## src/sv/hne_pkg.sv

```systemverilog
// ============================================================================
// hne_pkg
// Shared types, codes and helpers of the hex number entry editor.
// ============================================================================
package hne_pkg;

    // input item kinds
    localparam logic [1:0] KIND_CHAR   = 2'd0;
    localparam logic [1:0] KIND_START  = 2'd1;
    localparam logic [1:0] KIND_PRESET = 2'd2;

    // default digit limit
    localparam int MAX_DIGITS_DEF = 4;

    // job queue depth between front and back
    localparam int QUEUE_DEPTH = 2;

    // terminal characters
    localparam logic [7:0] CH_BS    = 8'h08;
    localparam logic [7:0] CH_SP    = 8'h20;
    localparam logic [7:0] CH_CR    = 8'h0D;
    localparam logic [7:0] CH_LF    = 8'h0A;
    localparam logic [7:0] CH_DEL   = 8'h7F;
    localparam logic [7:0] CH_ESC   = 8'h1B;
    localparam logic [7:0] CH_TAB   = 8'h09;
    localparam logic [7:0] CH_NUL   = 8'h00;

    typedef enum logic [2:0] {
        ST_CONTINUE = 3'd0,
        ST_NEXT     = 3'd1,
        ST_FINISH   = 3'd2,
        ST_DELETE   = 3'd3,
        ST_CANCEL   = 3'd4
    } t_status;

    // echo sequencer phases; PH_START marks "no job begun yet" and "job done"
    typedef enum logic [2:0] {
        PH_START,
        PH_ERASE,
        PH_SHOW,
        PH_TAIL,
        PH_CR,
        PH_LF,
        PH_NONE
    } t_phase;

    // one classified item, as handed from front to back
    typedef struct packed {
        logic [2:0]  erase_n;    // backspace-space-backspace groups
        logic [2:0]  show_n;     // hex digits of value to show, MSB first
        logic        has_tail;   // echo tail_char after the digits
        logic        crlf;       // CR LF after the tail
        logic [7:0]  tail_char;
        t_status     status;
        logic [15:0] value;      // entry value after the item
    } t_job;

    function automatic logic [7:0] hex_char(input logic [3:0] d);
        logic [7:0] r;
        if (d < 4'd10) begin
            r = 8'h30 + {4'h0, d};
        end else begin
            r = 8'h37 + {4'h0, d};
        end
        return r;
    endfunction

    // returns {is_hex, digit}
    function automatic logic [4:0] hex_value(input logic [7:0] c);
        logic [4:0] r;
        r = 5'h00;
        if (c >= 8'h30 && c <= 8'h39) begin
            r = {1'b1, 4'(c - 8'h30)};
        end else if (c >= 8'h41 && c <= 8'h46) begin
            r = {1'b1, 4'(c - 8'h37)};
        end else if (c >= 8'h61 && c <= 8'h66) begin
            r = {1'b1, 4'(c - 8'h57)};
        end
        return r;
    endfunction

    // phase that follows ph within a job; PH_START means the job is done
    function automatic t_phase after_phase(input t_job j, input t_phase ph);
        t_phase r;
        r = PH_START;
        case (ph)
            PH_ERASE: r = (j.show_n != 3'd0) ? PH_SHOW : (j.has_tail ? PH_TAIL : PH_START);
            PH_SHOW:  r = j.has_tail ? PH_TAIL : PH_START;
            PH_TAIL:  r = j.crlf ? PH_CR : PH_START;
            PH_CR:    r = PH_LF;
            default:  r = PH_START;
        endcase
        return r;
    endfunction

    function automatic t_phase first_phase(input t_job j);
        t_phase r;
        if (j.erase_n != 3'd0) begin
            r = PH_ERASE;
        end else if (j.show_n != 3'd0) begin
            r = PH_SHOW;
        end else if (j.has_tail) begin
            r = PH_TAIL;
        end else begin
            r = PH_NONE;
        end
        return r;
    endfunction

endpackage

```

## src/sv/hne_front.sv

```systemverilog
// ============================================================================
// hne_front
// Takes input items, updates the entry state and classifies each item into
// an echo job for the back end.
// ============================================================================
module hne_front
    import hne_pkg::*;
#(
    parameter int MAX_DIGITS = MAX_DIGITS_DEF
) (
    input  logic        i_clk,
    input  logic        i_rst_n,
    input  logic        i_valid,
    output logic        o_stall,
    input  logic [1:0]  i_kind,
    input  logic [7:0]  i_char_code,
    input  logic        i_wide_entry,
    input  logic [15:0] i_preset_value,
    input  logic        i_full,
    output logic        o_push,
    output t_job        o_job
);

    localparam logic [2:0] WIDE_W   = 3'((MAX_DIGITS < 4) ? MAX_DIGITS : 4);
    localparam logic [2:0] NARROW_W = 3'((MAX_DIGITS < 2) ? MAX_DIGITS : 2);

    logic [15:0] r_acc, n_acc;
    logic [2:0]  r_typed, n_typed;
    logic [2:0]  r_width, n_width;

    logic [4:0]  hv;
    logic [2:0]  start_w;
    logic [15:0] preset_mask;
    logic        is_white;
    t_job        job;

    assign o_stall = i_full;
    assign o_push  = i_valid && !i_full;
    assign o_job   = job;

    always_comb begin
        hv       = hex_value(i_char_code);
        start_w  = i_wide_entry ? WIDE_W : NARROW_W;
        is_white = (i_char_code == CH_SP) ||
                   (i_char_code >= CH_TAB && i_char_code <= CH_CR);
        case (start_w)
            3'd1:    preset_mask = 16'h000F;
            3'd2:    preset_mask = 16'h00FF;
            3'd3:    preset_mask = 16'h0FFF;
            default: preset_mask = 16'hFFFF;
        endcase

        n_acc   = r_acc;
        n_typed = r_typed;
        n_width = r_width;
        job     = '0;
        job.status = ST_CONTINUE;

        unique case (i_kind)
            KIND_START: begin
                n_width = start_w;
                n_typed = 3'd0;
                n_acc   = 16'h0000;
            end
            KIND_PRESET: begin
                n_width     = start_w;
                n_typed     = start_w;
                n_acc       = i_preset_value & preset_mask;
                job.erase_n = start_w;
                job.show_n  = start_w;
            end
            KIND_CHAR: begin
                if (hv[4] && r_typed < r_width) begin
                    n_acc      = {r_acc[11:0], hv[3:0]};
                    n_typed    = r_typed + 3'd1;
                    job.show_n = 3'd1;  // low nibble is the new digit
                end else if (i_char_code == CH_BS || i_char_code == CH_DEL) begin
                    if (r_typed == 3'd0) begin
                        job.status = ST_DELETE;
                    end else begin
                        job.erase_n = 3'd1;
                        n_acc       = {4'h0, r_acc[15:4]};
                        n_typed     = r_typed - 3'd1;
                    end
                end else if (r_typed != 3'd0 && is_white) begin
                    job.erase_n   = r_typed;
                    job.show_n    = r_width;
                    job.has_tail  = 1'b1;
                    job.tail_char = i_char_code;
                    n_typed       = r_width;
                    if (i_char_code == CH_SP) begin
                        job.status = ST_NEXT;
                    end else begin
                        job.crlf   = 1'b1;
                        job.status = ST_FINISH;
                    end
                end else if (i_char_code == CH_ESC) begin
                    job.status = ST_CANCEL;
                end
            end
            default: begin
            end
        endcase
        job.value = n_acc;
    end

    always_ff @(posedge i_clk) begin
        if (!i_rst_n) begin
            r_acc   <= 16'h0000;
            r_typed <= 3'd0;
            r_width <= WIDE_W;
        end else if (o_push) begin
            r_acc   <= n_acc;
            r_typed <= n_typed;
            r_width <= n_width;
        end
    end

endmodule

```

## src/sv/hne_queue.sv

```systemverilog
// ============================================================================
// hne_queue
// Short job queue between front and back.
// ============================================================================
module hne_queue
    import hne_pkg::*;
(
    input  logic i_clk,
    input  logic i_rst_n,
    input  logic i_push,
    input  t_job i_job,
    input  logic i_pop,
    output logic o_full,
    output logic o_empty,
    output t_job o_head
);

    localparam int PTR_W = (QUEUE_DEPTH > 1) ? $clog2(QUEUE_DEPTH) : 1;
    localparam int CNT_W = $clog2(QUEUE_DEPTH + 1);
    localparam logic [CNT_W-1:0] DEPTH_C = CNT_W'(QUEUE_DEPTH);
    localparam logic [PTR_W-1:0] LAST_P  = PTR_W'(QUEUE_DEPTH - 1);

    t_job             r_mem [QUEUE_DEPTH];
    logic [PTR_W-1:0] r_wp, r_rp;
    logic [CNT_W-1:0] r_cnt;

    assign o_full  = (r_cnt == DEPTH_C);
    assign o_empty = (r_cnt == '0);
    assign o_head  = r_mem[r_rp];

    always_ff @(posedge i_clk) begin
        if (i_push) begin
            r_mem[r_wp] <= i_job;
        end
    end

    always_ff @(posedge i_clk) begin
        if (!i_rst_n) begin
            r_wp  <= '0;
            r_rp  <= '0;
            r_cnt <= '0;
        end else begin
            if (i_push) begin
                r_wp <= (r_wp == LAST_P) ? '0 : r_wp + 1'b1;
            end
            if (i_pop) begin
                r_rp <= (r_rp == LAST_P) ? '0 : r_rp + 1'b1;
            end
            if (i_push && !i_pop) begin
                r_cnt <= r_cnt + 1'b1;
            end else if (i_pop && !i_push) begin
                r_cnt <= r_cnt - 1'b1;
            end
        end
    end

endmodule

```

## src/sv/hne_back.sv

```systemverilog
// ============================================================================
// hne_back
// Echo sequencer: walks the head job and emits one result per cycle into
// the output register while the receiver does not stall.
// ============================================================================
module hne_back
    import hne_pkg::*;
(
    input  logic        i_clk,
    input  logic        i_rst_n,
    input  logic        i_empty,
    input  t_job        i_head,
    output logic        o_pop,
    output logic        o_valid,
    input  logic        i_stall,
    output logic [7:0]  o_echo_char,
    output logic        o_echo_valid,
    output logic [2:0]  o_status,
    output logic [15:0] o_entry_value,
    output logic        o_last
);

    t_phase      r_phase, n_phase;
    logic [2:0]  r_cnt, n_cnt;
    logic [1:0]  r_sub, n_sub;

    t_phase      ph, nxt_ph;
    logic        adv, emit, ph_end, last;
    logic [7:0]  ch;
    logic        ev;
    logic [2:0]  idx;
    logic [15:0] shifted;

    assign adv  = !o_valid || !i_stall;
    assign emit = adv && !i_empty;

    always_comb begin
        ph      = (r_phase == PH_START) ? first_phase(i_head) : r_phase;
        ch      = CH_NUL;
        ev      = 1'b1;
        ph_end  = 1'b0;
        idx     = i_head.show_n - 3'd1 - r_cnt;
        shifted = i_head.value >> {idx[1:0], 2'b00};
        unique case (ph)
            PH_ERASE: begin
                ch     = (r_sub == 2'd1) ? CH_SP : CH_BS;
                ph_end = (r_sub == 2'd2) && (r_cnt == i_head.erase_n - 3'd1);
            end
            PH_SHOW: begin
                ch     = hex_char(shifted[3:0]);
                ph_end = (r_cnt == i_head.show_n - 3'd1);
            end
            PH_TAIL: begin
                ch     = i_head.tail_char;
                ph_end = 1'b1;
            end
            PH_CR: begin
                ch     = CH_CR;
                ph_end = 1'b1;
            end
            PH_LF: begin
                ch     = CH_LF;
                ph_end = 1'b1;
            end
            default: begin
                ev     = 1'b0;
                ph_end = 1'b1;
            end
        endcase
        nxt_ph = after_phase(i_head, ph);
        last   = ph_end && (nxt_ph == PH_START);

        n_phase = r_phase;
        n_cnt   = r_cnt;
        n_sub   = r_sub;
        if (emit) begin
            if (ph_end) begin
                n_phase = nxt_ph;
                n_cnt   = 3'd0;
                n_sub   = 2'd0;
            end else begin
                n_phase = ph;
                if (ph == PH_ERASE) begin
                    if (r_sub == 2'd2) begin
                        n_sub = 2'd0;
                        n_cnt = r_cnt + 3'd1;
                    end else begin
                        n_sub = r_sub + 2'd1;
                    end
                end else begin
                    n_cnt = r_cnt + 3'd1;
                end
            end
        end
    end

    assign o_pop = emit && last;

    always_ff @(posedge i_clk) begin
        if (!i_rst_n) begin
            r_phase <= PH_START;
            r_cnt   <= 3'd0;
            r_sub   <= 2'd0;
            o_valid <= 1'b0;
        end else begin
            r_phase <= n_phase;
            r_cnt   <= n_cnt;
            r_sub   <= n_sub;
            if (adv) begin
                o_valid <= !i_empty;
            end
        end
    end

    always_ff @(posedge i_clk) begin
        if (emit) begin
            o_echo_char   <= ch;
            o_echo_valid  <= ev;
            o_status      <= i_head.status;
            o_entry_value <= i_head.value;
            o_last        <= last;
        end
    end

endmodule

```

## src/sv/hex_number_entry_editor_core.sv

```systemverilog
// ============================================================================
// hex_number_entry_editor_core
// Hex number entry line editor: terminal characters in, echo stream and
// entry status out.
// ============================================================================
// Usage:
//   Input channel (i_in_valid / o_in_stall) carries one item per handshake:
//   a character, a start of an empty entry, or a start with a preset value.
//   Output channel (o_out_valid / i_out_stall) carries the results of each
//   item, one echo character per result, o_last set on the final one. An
//   item with nothing to echo gives one result with o_echo_valid low.
//   Every result carries the item's status and the entry value after it.
//   The first result of an item passes through the job queue and the output
//   register. Throughput: one result per cycle out of the echo sequencer
//   while the receiver does not stall; an item has 1 to 19 results
//   (a whitespace on a full four-digit entry is 4 erase groups, 4 digits,
//   the whitespace and CR LF). The front takes a new item every cycle while
//   the two-entry job queue has room.
//   Reset (synchronous, active low) clears the queue and the output and sets
//   an empty four-digit entry.
//   When the receiver stalls, the output register holds its result; the
//   queue fills and o_in_stall rises once it is full.
module hex_number_entry_editor_core
    import hne_pkg::*;
#(
    parameter int MAX_DIGITS = MAX_DIGITS_DEF
) (
    input  logic        i_clk,
    input  logic        i_rst_n,
    // input items
    input  logic        i_in_valid,
    output logic        o_in_stall,
    input  logic [1:0]  i_kind,
    input  logic [7:0]  i_char_code,
    input  logic        i_wide_entry,
    input  logic [15:0] i_preset_value,
    // results
    output logic        o_out_valid,
    input  logic        i_out_stall,
    output logic [7:0]  o_echo_char,
    output logic        o_echo_valid,
    output logic [2:0]  o_status,
    output logic [15:0] o_entry_value,
    output logic        o_last
);

    // front to queue
    logic q_push;
    t_job q_job;
    logic q_full;
    // queue to back
    logic q_pop;
    logic q_empty;
    t_job q_head;

    // Front: holds the entry state and turns each item into an echo job.
    hne_front #(
        .MAX_DIGITS (MAX_DIGITS)
    ) u_front (
        .i_clk          (i_clk),
        .i_rst_n        (i_rst_n),
        .i_valid        (i_in_valid),
        .o_stall        (o_in_stall),
        .i_kind         (i_kind),
        .i_char_code    (i_char_code),
        .i_wide_entry   (i_wide_entry),
        .i_preset_value (i_preset_value),
        .i_full         (q_full),
        .o_push         (q_push),
        .o_job          (q_job)
    );

    // Decouples item intake from the multi-cycle echo.
    hne_queue u_queue (
        .i_clk   (i_clk),
        .i_rst_n (i_rst_n),
        .i_push  (q_push),
        .i_job   (q_job),
        .i_pop   (q_pop),
        .o_full  (q_full),
        .o_empty (q_empty),
        .o_head  (q_head)
    );

    // Back: phase sequencer (erase, digits, tail, CR, LF) into output reg.
    hne_back u_back (
        .i_clk         (i_clk),
        .i_rst_n       (i_rst_n),
        .i_empty       (q_empty),
        .i_head        (q_head),
        .o_pop         (q_pop),
        .o_valid       (o_out_valid),
        .i_stall       (i_out_stall),
        .o_echo_char   (o_echo_char),
        .o_echo_valid  (o_echo_valid),
        .o_status      (o_status),
        .o_entry_value (o_entry_value),
        .o_last        (o_last)
    );

    // A result without a character is always the only, hence last, one.
    a_noecho_last: assert property (@(posedge i_clk) disable iff (!i_rst_n)
        (o_out_valid && !o_echo_valid) |-> (o_last && o_echo_char == CH_NUL))
        else $error("no-echo result not last or carries a character");

    // Delete and cancel never echo.
    a_quiet_status: assert property (@(posedge i_clk) disable iff (!i_rst_n)
        (o_out_valid && (o_status == ST_DELETE || o_status == ST_CANCEL))
            |-> !o_echo_valid)
        else $error("delete or cancel echoed a character");

    // A finish ends with LF, a next ends with the space.
    a_finish_tail: assert property (@(posedge i_clk) disable iff (!i_rst_n)
        (o_out_valid && o_last && o_status == ST_FINISH) |-> (o_echo_char == CH_LF))
        else $error("finish not closed by LF");

    a_next_tail: assert property (@(posedge i_clk) disable iff (!i_rst_n)
        (o_out_valid && o_last && o_status == ST_NEXT) |-> (o_echo_char == CH_SP))
        else $error("next not closed by space");

endmodule

```

## config.mk

```make
export PLATFORM = sky130hd
export DESIGN_NAME = hex_number_entry_editor_core
export DESIGN_NICKNAME = d
export VERILOG_FILES = /design/src/sv/hne_pkg.sv /design/src/sv/hne_front.sv /design/src/sv/hne_queue.sv /design/src/sv/hne_back.sv /design/src/sv/hex_number_entry_editor_core.sv
export SDC_FILE = /design/constraint.sdc
export NUM_CORES = 1
export LEC_CHECK = 0
export BUFFER_PORTS_ARGS = -buffer_cell sky130_fd_sc_hd__buf_2
export CORE_MARGIN = 2
export CORE_UTILIZATION = 35
export CTS_BUF_LIST = sky130_fd_sc_hd__clkbuf_4
export CTS_CLUSTER_SIZE = 25
export DETAILED_ROUTE_END_ITERATION = 10
export PLACE_DENSITY = 0.5
export SYNTH_ARGS = -nofsm -noshare
export SYNTH_HDL_FRONTEND = slang
export SYNTH_SLANG_ARGS = --single-unit
```

## constraint.sdc

```tcl
create_clock -name i_clk -period 10.9 [get_ports i_clk]
set_input_delay 2.18 -clock i_clk [delete_from_list [all_inputs] [get_ports i_clk]]
set_output_delay 2.18 -clock i_clk [all_outputs]
set_load 0.05 [all_outputs]
```

==> results of run 1 <==
==> per-stage QoR <==
stage | power (mW) | instance area [sq um] | utilization | std cells | setup WS (ns)
floorplan | 1.287 | 6844 | - | 595 | 6.571
global placement | 1.456 | 7362 | 0.3820 | 889 | 6.323
detailed placement | 1.470 | 7362 | 0.3820 | 889 | 6.224
CTS | 1.840 | 7681 | 0.3986 | 921 | 6.340
global route | 1.933 | 7684 | 0.3987 | 922 | 6.093
finish | 1.822 | 7684 | 0.3987 | 922 | 6.376
==> routing by layer <==
layer / up-vias / share of wire
li1: 2377 / -
met1: 2397 / 0.47
met2: 140 / 0.46
met3: 29 / 0.052
met4: 0 / 0.021
met5: - / 0
==> worst min-delay path, stage by stage, from the launching register on <==
cell and delay, ns:
dfxtp_1 0.33, nand2_1 0.07, mux2i_1 0.06
==> final cells by class <==
type,instances,area (sq um),area share
sequential,134,3675,0.4783
multi-input combinational,402,2934,0.3819
antenna,1,2.502,0.0003257
clock buffer,18,135.1,0.01759
tap,265,331.6,0.04315
inverter,23,86.33,0.01124
clock inverter,14,183.9,0.02394
timing repair buffer,65,335.3,0.04364
==> flip-flops by register name, summed over array words and instances (netlist names), named ones only <==
register / flops
u_back.o_echo_char: 8
u_front.r_typed: 3
u_back.r_cnt: 3
u_back.r_sub: 2
u_back.o_status: 3
u_back.o_echo_valid: 1
u_queue.r_mem: 70
u_queue.r_wp: 1
u_front.r_acc: 16
u_back.o_entry_value: 16
u_back.r_phase: 3
u_front.r_width: 2
u_back.o_valid: 1
u_back.o_last: 1
u_queue.r_rp: 1
u_queue.r_cnt: 2
==> cells by family after synthesis <==
family,count (synthesis)
other cells,1
fa+ha+maj,20
flops,134
simple gates,128
buf+inv,59
compound gates,187
mux,47
xor+xnor,14
==> placed cells by master, fill, tap and decap left out, drive strengths merged, types with 7 or more instances in the layout <==
| cell type | count |
|---|---|
| o21ai | 48 |
| mux2i | 24 |
| nor2 | 30 |
| edfxtp | 99 |
| o221a | 13 |
| a31oi | 26 |
| xnor2 | 7 |
| clkbuf | 18 |
| clkinv | 8 |
| dfxtp | 35 |
| mux2 | 20 |
| a21o | 7 |
| a21oi | 22 |
| a22oi | 11 |
| nand2b | 10 |
| and3 | 7 |
| nand2 | 35 |
| o21a | 7 |
| inv | 23 |
| o22ai | 10 |
| ha | 20 |
| nor2b | 9 |
| buf | 65 |
| a2bb2oi | 11 |
==> worst paths after layout <==
kind,startpoint,to,slack [ns],cells past startpoint
max,flip-flop,u_queue.r_cnt[1],6.38,11
min,u_queue.r_rp,flip-flop,0.48,2
max reg2reg,flip-flop,u_queue.r_cnt[1],6.38,11
min reg2reg,u_queue.r_rp,flip-flop,0.48,2
==> power groups by stage <==
stage | logic (mW) | clock network, mW | registers [mW]
after floorplan | 0.390 | 0 | 0.898
after global placement | 0.693 | 0 | 0.763
after detailed placement | 0.706 | 0 | 0.764
after CTS | 0.708 | 0.379 | 0.752
after global routing | 0.766 | 0.399 | 0.767
final | 0.703 | 0.368 | 0.752
==> results.sh, run 1 <==
export IMPL_met2_usage=0.2644
export IMPL_critPathMaxStageDelay_ns=1.03
export IMPL_switching_share=0.4019
export IMPL_synthTopCellsByArea="edfxtp_1 (44%), dfxtp_1 (10%), ha_1 (3.7%), mux2i_1 (3.5%), mux2_2 (3.3%)"
export IMPL_die_area_sq_mm=0.02063
export IMPL_rows=51
export IMPL_gp_congestion=0.9300
export IMPL_clockBufferDepth=2
export IMPL_synth_edf_count=99
export IMPL_synth_seq_cells=134
export IMPL_drtIter0Drc=372
export IMPL_drc=0
export IMPL_vias_per_cell=5.361
export IMPL_clkTransAtPathRegs_ns=0.12
export IMPL_core_area_sq_mm=0.01927
export IMPL_cts_buffers=17
export IMPL_cts_setup_buffers=0
export IMPL_slew_viol_final=0
export IMPL_status="finished clean"
export IMPL_pwr_share_comb=0.386
export IMPL_synth_largest_area_cell="edfxtp_1"
export IMPL_avgSynthCellArea_sq_um=11.57
export IMPL_fin_skew_ns=0.01874
export IMPL_power_density_mw_per_mm2=237.2
export IMPL_ctsHoldBuffers=0
export IMPL_yosys_most_used_dff="edfxtp_1"
export IMPL_slew_headroom=0.2422
export IMPL_finalSetupTns_ns=0
export IMPL_power_leakage_nw=2.830
export IMPL_place_hpwl_um=11700
export IMPL_critPathArrivalTime_ns=5.01
export IMPL_synthSimpleGateAreaFrac=0.1003
export IMPL_critPathTopFamily="simple AND/OR/NAND/NOR gates"
export IMPL_timing_hold_ws_ns=0.4807
export IMPL_grt_util_met1=0.2300
export IMPL_clock_power_share=0.202
export IMPL_drt_total_wl_um=16750
export IMPL_grt_max_degree=37
export IMPL_critPathMaxFanout=36
export IMPL_tightest_slew_ns=1.134
export IMPL_cpMaxStageDelayCell="dfxtp_2"
export IMPL_cts_resized=0
export IMPL_antenna_found_initial=1
export IMPL_drv_cap=0
export IMPL_layout_drive_gt1_share=0.2226
export IMPL_root_buffer="clkbuf_4"
export IMPL_die_w_um=143.6
export IMPL_p_seq_frac=0.412
export IMPL_peakVddDrop_mv=0.07131
export IMPL_synth_fa_ha_area_frac=0.03666
export IMPL_grt_setup_unrepaired="no"
export IMPL_critPathMostFrequentCell="ha_1"
export IMPL_gr_usage_all_layers=0.1694
export IMPL_start_util=0.3542
export IMPL_detail_route_wl_per_cell_um=18.16
export IMPL_ys_async_sr_fraction=0
export IMPL_hp_class="flip-flop to flip-flop"
export IMPL_period_share=0.4150
export IMPL_synth_warnings=0
export IMPL_grt_ovfl_total=0
export IMPL_io_pins=62
export IMPL_start_kind="flip-flop"
export IMPL_p_int_mw=1.090
export IMPL_busiest_layer="met2"
export IMPL_switching_power_mw=0.7325
export IMPL_syn_to_final_growth_pct=12.58
export IMPL_num_vias=4943
export IMPL_synth_top_family_by_area="compound AO/OA/AOI/OAI gates"
export IMPL_num_fill_cells=1910
export IMPL_syn_area_sq_mm=0.006825
export IMPL_path_class="flip-flop to flip-flop"
export IMPL_worstSetupEndpointType="flip-flop"
export IMPL_hold_viol=0
export IMPL_period_minus_slack_ns=4.524
export IMPL_synthDistinctLibCells=71
export IMPL_grt_pass1_wl_um=26590
export IMPL_required_ns=11.39
export IMPL_io_buffers=61
export IMPL_clock_sinks=134
export IMPL_synth_xor_area_frac=0.01998
export IMPL_synth_most_common_cell="edfxtp_1"
export IMPL_worst_path_buf_inv=0
export IMPL_cts_tree="yes"
export IMPL_grt_pass1_vias=4819
export IMPL_synth_compound_area_share=0.1905
export IMPL_muxShareOfSynthArea=0.07809
export IMPL_route_antenna_remaining_nets=0
export IMPL_clk_latency_ns=0.56
export IMPL_die_h_um=143.6
export IMPL_ys_seq_area_frac=0.5382
export IMPL_fin_nets=694
export IMPL_grt_use_met3=0.03665
export IMPL_htree_levels=4
export IMPL_synthTopCellsByCount="edfxtp_1 (99), o21ai_0 (43), dfxtp_1 (35)"
export IMPL_synthCells=590
export IMPL_setup_viol=0
export IMPL_post_synth_top_area_fraction=0.4356
export IMPL_drtPass1Iterations=5
export IMPL_cp_cell_sequence="mux2i_1, ha_1, ha_1, nor2b_1, o21ai_1, a31oi_1, or2_1, or4_1, ha_1, or3_1, a21boi_0"
export IMPL_max_freq_mhz=221.1
No activity file was read; power rests on OpenSTA's default activity.
==> run 2, diff against run 1 <==
--- a/config.mk
+++ b/config.mk
@@ -5,13 +5,14 @@
 export SDC_FILE = /design/constraint.sdc
 export NUM_CORES = 1
 export LEC_CHECK = 0
+export ABC_AREA = 1
 export BUFFER_PORTS_ARGS = -buffer_cell sky130_fd_sc_hd__buf_2
 export CORE_MARGIN = 2
 export CORE_UTILIZATION = 35
 export CTS_BUF_LIST = sky130_fd_sc_hd__clkbuf_4
 export CTS_CLUSTER_SIZE = 25
 export DETAILED_ROUTE_END_ITERATION = 10
-export PLACE_DENSITY = 0.5
+export PLACE_DENSITY = 0.51
 export SYNTH_ARGS = -nofsm -noshare
 export SYNTH_HDL_FRONTEND = slang
 export SYNTH_SLANG_ARGS = --single-unit
==> constraint.sdc (replaced) <==
create_clock -name i_clk -period 3.83 [get_ports i_clk]
set_input_delay 0.766 -clock i_clk [delete_from_list [all_inputs] [get_ports i_clk]]
set_output_delay 0.766 -clock i_clk [all_outputs]
set_load 0.05 [all_outputs]
==> run 2 against run 1 <==
Non-clock buffer count increased by 8. Design area increased by 5.1%. Synthesized cell count increased by 42%. Maximum frequency up 38%. Area after synthesis is 4.9% higher. Sequential share of layout area decreased by 2.4 points. Clock skew is 0.0026 ns lower. Die area increased by 4.8%. Core utilization is 0.18 points higher. Hold slack better by 0.011 ns. Combinational power increased to 3.6 times the previous value. Final cell count rose by 29%. Critical endpoint unchanged.
==> results.sh, run 2 <==
export IMPL_drtIter0Drc=346
export IMPL_drv_cap=0
export IMPL_slew_headroom=0.4881
export IMPL_yosys_most_used_dff="edfxtp_1"
export IMPL_power_density_mw_per_mm2=703.5
export IMPL_ctsHoldBuffers=0
export IMPL_die_area_sq_mm=0.02162
export IMPL_multi_input_area_sq_mm=0.002929
export IMPL_syn_to_final_growth_pct=12.83
export IMPL_antenna_found_initial=1
export IMPL_drt_total_wl_um=16870
export IMPL_synth_seq_cells=134
export IMPL_hold_end="u_back.o_valid"
export IMPL_largest_register_ff_count=70
export IMPL_period_minus_slack_ns=3.283
export IMPL_grt_util_met1=0.2147
export IMPL_synth_largest_area_cell="edfxtp_1"
export IMPL_route_antenna_remaining_nets=0
export IMPL_slew_viol_final=0
export IMPL_finalSetupTns_ns=0
export IMPL_num_fill_cells=2096
export IMPL_vias_per_cell=4.699
export IMPL_synth_edf_count=99
export IMPL_grt_ovfl_total=0
export IMPL_drtPass1Iterations=7
export IMPL_syn_area_sq_mm=0.007161
export IMPL_fin_skew_ns=0.01616
export IMPL_clockBufferDepth=2
export IMPL_synthCells=836
export IMPL_die_h_um=147.0
export IMPL_place_hpwl_um=12400
export IMPL_clkTransAtPathRegs_ns=0.11
export IMPL_grt_setup_unrepaired="no"
export IMPL_layout_drive_gt1_share=0.1694
export IMPL_required_ns=4.26
export IMPL_grt_max_degree=37
export IMPL_regArea_sq_mm=0.003674
export IMPL_largest_register="u_queue.r_mem"
export IMPL_cts_tree="yes"
export IMPL_grt_pass1_wl_um=26600
export IMPL_synth_warnings=0
export IMPL_rr_worst_depth=20
export IMPL_io_pins=62
export IMPL_timing_rr_end="u_queue.r_cnt[1]"
export IMPL_path_class="flip-flop to flip-flop"
export IMPL_die_w_um=147.0
export IMPL_start_util=0.3550
export IMPL_clock_sinks=134
export IMPL_setup_viol=0
export IMPL_avgSynthCellArea_sq_um=8.565
export IMPL_hold_viol=0
export IMPL_cts_setup_buffers=0
export IMPL_gr_usage_all_layers=0.1596
export IMPL_tightest_slew_ns=0.7679
export IMPL_fin_nets=959
export IMPL_power_leakage_nw=3.657
export IMPL_htree_levels=4
export IMPL_drc=0
export IMPL_grt_use_met3=0.03913
export IMPL_grt_pass1_vias=5183
export IMPL_critPathArrivalTime_ns=3.71
export IMPL_peakVddDrop_mv=0.2062
export IMPL_final_cell_mix="nand2_1 (259), inv_1 (99), edfxtp_1 (99)"
export IMPL_p_total_mw=5.683
export IMPL_synthTopCellsByArea="edfxtp_1 (42%), nand2_1 (14%), dfxtp_1 (9.8%), inv_1 (5.2%), a21oi_1 (3.6%)"
export IMPL_synthDistinctLibCells=43
export IMPL_cts_resized=0
export IMPL_critPathMaxFanout=19
export IMPL_worstHoldStart="u_back.o_valid"
export IMPL_start_kind="flip-flop"
export IMPL_busiest_layer="met2"
export IMPL_detail_route_wl_per_cell_um=14.16
export IMPL_rows=52
export IMPL_r2r_slack_ns=0.55
export IMPL_cts_buffers=17
export IMPL_met2_usage=0.2568
export IMPL_root_buffer="clkbuf_4"
export IMPL_post_synth_top_area_fraction=0.4152
export IMPL_hp_class="flip-flop to flip-flop"
export IMPL_synthTopCellsByCount="nand2_1 (259), edfxtp_1 (99), inv_1 (99)"
export IMPL_core_area_sq_mm=0.02017
export IMPL_num_vias=5601
export IMPL_ys_async_sr_fraction=0
export IMPL_status="finished clean"
export IMPL_layout_commonest_cell="nand2_1"
export IMPL_period_share=0.8571
export IMPL_clk_latency_ns=0.53
export IMPL_worstSetupEndpointType="flip-flop"
export IMPL_io_buffers=61
export IMPL_synth_most_common_cell="nand2_1"
export IMPL_reg_top3="u_queue.r_mem: 70 flops, u_back.o_entry_value: 16 flops, u_front.r_acc: 16 flops"
export IMPL_whs_path_depth=2
export IMPL_ys_seq_area_frac=0.5130
export IMPL_max_freq_mhz=304.6
export IMPL_gp_congestion=0.8819
-- run 2: cell count changes after synthesis, moves of 12 or more --
cell | before | now
a21oi_1 | 22 | 51
a31oi_1 | 25 | 2
clkbuf_1 | 24 | 11
inv_1 | 23 | 99
mux2_2 | 20 | 0
mux2i_1 | 24 | 4
nand2_1 | 34 | 259
nand3_1 | 3 | 36
nand4_1 | 4 | 24
nor2_1 | 29 | 48
o221a_2 | 12 | 0
-- run 2: worst max-delay path: stages, from the launching register on --
cell	delay, ns
dfxtp_1	0.49
buf_4	0.31
mux2i_1	0.22
ha_1	0.17
ha_1	0.19
inv_1	0.08
nand3_1	0.08
nand2_1	0.05
inv_1	0.08
nand2_4	0.09
nor2_8	0.18
nand2_1	0.10
nand3_2	0.13
nand3_2	0.11
nor2_2	0.12
inv_1	0.05
ha_1	0.29
a21oi_1	0.12
o21ai_0	0.11
o21ai_0	0.16
a21oi_1	0.05
-- run 2: cell type report --
| class | count | area share |
|---|---|---|
| clock buffers | 17 | 0.01580 |
| diodes | 1 | 0.0003097 |
| clock inverters | 15 | 0.02292 |
| repair buffers | 73 | 0.04894 |
| multi-input cells | 570 | 0.3626 |
| flip-flops and latches | 134 | 0.4547 |
| inverters | 112 | 0.05297 |
| well taps | 270 | 0.04182 |
-- run 2: metrics by stage --
step / hold slack [ns] / cell area [sq um] / std cells / worst slack [ns] / util
floorplan: 0.4616 / 7179 / 841 / 0.7296 / -
CTS: 0.4589 / 8077 / 1191 / 0.5141 / 0.4004
finish: 0.4914 / 8079 / 1192 / 0.5473 / 0.4006
detailed placement: 0.4812 / 7764 / 1159 / 0.5279 / 0.3849
global placement: 0.4724 / 7764 / 1159 / 0.6078 / 0.3849
global route: 0.4407 / 8079 / 1192 / 0.2478 / 0.4006
-- run 2: how the worst max path moves through the flow --
stage | endpoint | from | cells after the start
2_1_floorplan | u_queue.r_cnt[1] | flip-flop | 23
3_3_place_gp | u_queue.r_cnt[1] | flip-flop | 20
3_5_place_dp | u_queue.r_cnt[1] | flip-flop | 20
4_1_cts | u_queue.r_cnt[1] | flip-flop | 20
5_1_grt | u_queue.r_cnt[1] | flip-flop | 20
6_report | u_queue.r_cnt[1] | flip-flop | 20
-- run 2: routing by layer --
layer,wire (um),vias to the layer above
met4,310,0
met5,0,-
met2,7714,161
met3,814,21
met1,8034,2529
li1,-,2890
-- run 2: where the power goes --
group          internal, mW  total, mW  switching (mW)
Clock                 0.509       1.03           0.521
Combinational         0.657       2.52            1.86
Sequential             2.00       2.14           0.133
-- run 2: cells by family (layout without fill, tap and decap cells) --
kind of cell,after synthesis,in the layout,share of synthesized area
simple gates,409,409,0.2581
buf+inv,137,217,0.08265
flops,134,134,0.5130
compound gates,120,120,0.08911
fa+ha+maj,20,20,0.03495
xor+xnor,11,11,0.01608
mux,4,4,0.005592
other cells,1,7,0.0005237
==> run 3, diff against run 2 <==
--- a/config.mk
+++ b/config.mk
@@ -7,6 +7,7 @@
 export LEC_CHECK = 0
 export ABC_AREA = 1
 export BUFFER_PORTS_ARGS = -buffer_cell sky130_fd_sc_hd__buf_2
+export CORE_ASPECT_RATIO = 0.7
 export CORE_MARGIN = 2
 export CORE_UTILIZATION = 35
 export CTS_BUF_LIST = sky130_fd_sc_hd__clkbuf_4
==> run 3 against run 2 <==
Core utilization grew 0.22 points. Worst setup slack worse by 0.12 ns. Die area is essentially flat. Critical path depth decreased by 2. Final cell count unchanged. Clock skew rose by 0.014 ns. Clock power fell by 10%. Count of clock-buffer cells in the layout stayed put. Critical endpoint unchanged.
==> results.sh, run 3 (synthesized netlist as in run 2, its figures left out) <==
export IMPL_vias_per_cell=4.672
export IMPL_drv_cap=0
export IMPL_layout_commonest_cell="nand2_1"
export IMPL_whs_path_depth=2
export IMPL_rr_worst_depth=18
export IMPL_grt_setup_unrepaired="no"
export IMPL_status="finished clean"
export IMPL_timing_hold_ws_ns=0.4934
export IMPL_required_ns=4.29
export IMPL_htree_levels=4
export IMPL_slew_viol_final=0
export IMPL_layout_drive_gt1_share=0.1725
export IMPL_root_buffer="clkbuf_4"
export IMPL_ctsHoldBuffers=0
export IMPL_clk_latency_ns=0.56
export IMPL_place_inst=1160
export IMPL_cts_resized=0
export IMPL_detail_route_wl_per_cell_um=14.66
export IMPL_tightest_slew_ns=0.7996
export IMPL_timing_rr_end="u_queue.r_cnt[1]"
export IMPL_max_freq_mhz=293.8
export IMPL_critPathMaxFanout=23
export IMPL_grt_ovfl_total=0
export IMPL_route_antenna_remaining_nets=0
export IMPL_pwr_share_comb=0.451
export IMPL_switching_share=0.4633
export IMPL_die_h_um=123.7
export IMPL_reg_top3="u_queue.r_mem: 70 flops, u_back.o_entry_value: 16 flops, u_front.r_acc: 16 flops"
export IMPL_n_antenna_cell=0
export IMPL_io_buffers=61
export IMPL_p_int_mw=2.999
export IMPL_switching_power_mw=2.589
export IMPL_power_leakage_nw=3.654
export IMPL_power_density_mw_per_mm2=695.0
export IMPL_grt_pass1_wl_um=28150
export IMPL_critPathArrivalTime_ns=3.86
export IMPL_fin_skew_ns=0.03022
export IMPL_r2r_slack_ns=0.43
export IMPL_drtPass1Iterations=6
export IMPL_io_pins=62
export IMPL_peakVddDrop_mv=0.2840
export IMPL_place_hpwl_um=12850
export IMPL_setup_viol=0
export IMPL_drt_total_wl_um=17470
export IMPL_start_kind="flip-flop"
export IMPL_cts_tree="yes"
export IMPL_syn_to_final_growth_pct=12.28
export IMPL_antenna_found_initial=0
export IMPL_core_area_sq_mm=0.01996
export IMPL_period_share=0.8888
export IMPL_clock_sinks=134
export IMPL_path_class="flip-flop to flip-flop"
export IMPL_p_seq_frac=0.384
export IMPL_final_cell_mix="nand2_1 (259), inv_1 (99), edfxtp_1 (99)"
export IMPL_period_minus_slack_ns=3.404
export IMPL_clock_power_share=0.165
export IMPL_gp_congestion=0.8999
export IMPL_largest_register="u_queue.r_mem"
export IMPL_num_vias=5569
export IMPL_start_util=0.3587
export IMPL_largest_register_ff_count=70
export IMPL_grt_pass1_vias=5094
export IMPL_die_area_sq_mm=0.02164
export IMPL_cts_setup_buffers=0
export IMPL_gr_usage_all_layers=0.1712
export IMPL_post_route_util=0.4028
export IMPL_hp_class="flip-flop to flip-flop"
export IMPL_worstSetupEndpointType="flip-flop"
export IMPL_cts_buffers=17
export IMPL_die_w_um=175.0
export IMPL_drtIter0Drc=510
export IMPL_final_instance_count_excl_fill=1192
export IMPL_finalSetupTns_ns=0
export IMPL_hold_end="u_back.o_valid"
export IMPL_clkTransAtPathRegs_ns=0.14
export IMPL_grt_max_degree=36
export IMPL_num_fill_cells=2056
export IMPL_slew_headroom=0.4613
export IMPL_hold_viol=0
export IMPL_rows=43
export IMPL_fin_nets=960
export IMPL_clockBufferDepth=2
export IMPL_worstHoldStart="u_back.o_valid"
export IMPL_drc=0
==> run 3: changes by cell type in the layout (fill, tap and decap cells not counted), sizes merged <==
cell and change:
buf +1, bufinv -3, clkinvlp -3, diode -1, inv +6
==> run 3: final cells by class <==
type / instances / area, sq um / area share
multi-input combinational: 570 / 2929 / 0.3643
clock inverter: 15 / 141.4 / 0.01758
sequential: 134 / 3674 / 0.4569
clock buffer: 17 / 127.6 / 0.01587
tap: 270 / 337.8 / 0.04202
inverter: 112 / 427.9 / 0.05322
timing repair buffer: 74 / 402.9 / 0.05011
==> run 3: worst max path at each step <==
stage              start               end  slack (ns)
2_1_floorplan  flip-flop  u_queue.r_cnt[1]        0.73
3_3_place_gp   flip-flop  u_queue.r_cnt[1]        0.51
3_5_place_dp   flip-flop  u_queue.r_cnt[1]        0.42
4_1_cts        flip-flop  u_queue.r_cnt[1]        0.39
5_1_grt        flip-flop  u_queue.r_cnt[1]        0.06
6_report       flip-flop  u_queue.r_cnt[1]        0.43
==> run 3: worst max-delay path, cell delays in order (launching register included) <==
cell	delay [ns]
dfxtp_1	0.64
buf_4	0.37
mux2i_1	0.25
ha_1	0.18
ha_1	0.20
inv_1	0.08
nor2_4	0.13
nand2_4	0.07
nand3_4	0.09
nor2_8	0.06
a21oi_1	0.21
nand3_2	0.14
nor2_2	0.11
inv_1	0.05
ha_1	0.29
a21oi_1	0.11
o21ai_0	0.11
o21ai_0	0.16
a21oi_1	0.06
==> run 3: power by group through the flow <==
stage / clock network (mW) / registers (mW) / logic, mW
finish: 0.923 / 2.15 / 2.52
detailed placement: 0 / 2.19 / 2.52
global placement: 0 / 2.19 / 2.52
global route: 1.01 / 2.19 / 2.81
CTS: 0.945 / 2.15 / 2.53
floorplan: 0 / 2.70 / 1.41
==> run 3: routing by layer <==
metal  track usage  share of wire  vias up
met5             0              0        -
met4       0.04115         0.0058        0
met3       0.03480          0.061       11
met1        0.2755           0.56     2483
met2        0.2290           0.37      182
li1              -              -     2893
==> run 3: metrics by stage <==
| step | cell area, sq um | setup WS [ns] | total power [mW] |
|---|---|---|---|
| floorplan | 7179 | 0.7296 | 4.108 |
| global placement | 7771 | 0.5085 | 4.709 |
| detailed placement | 7771 | 0.4183 | 4.706 |
| CTS | 8040 | 0.3893 | 5.627 |
| global route | 8040 | 0.06382 | 5.999 |
| finish | 8040 | 0.4261 | 5.588 |
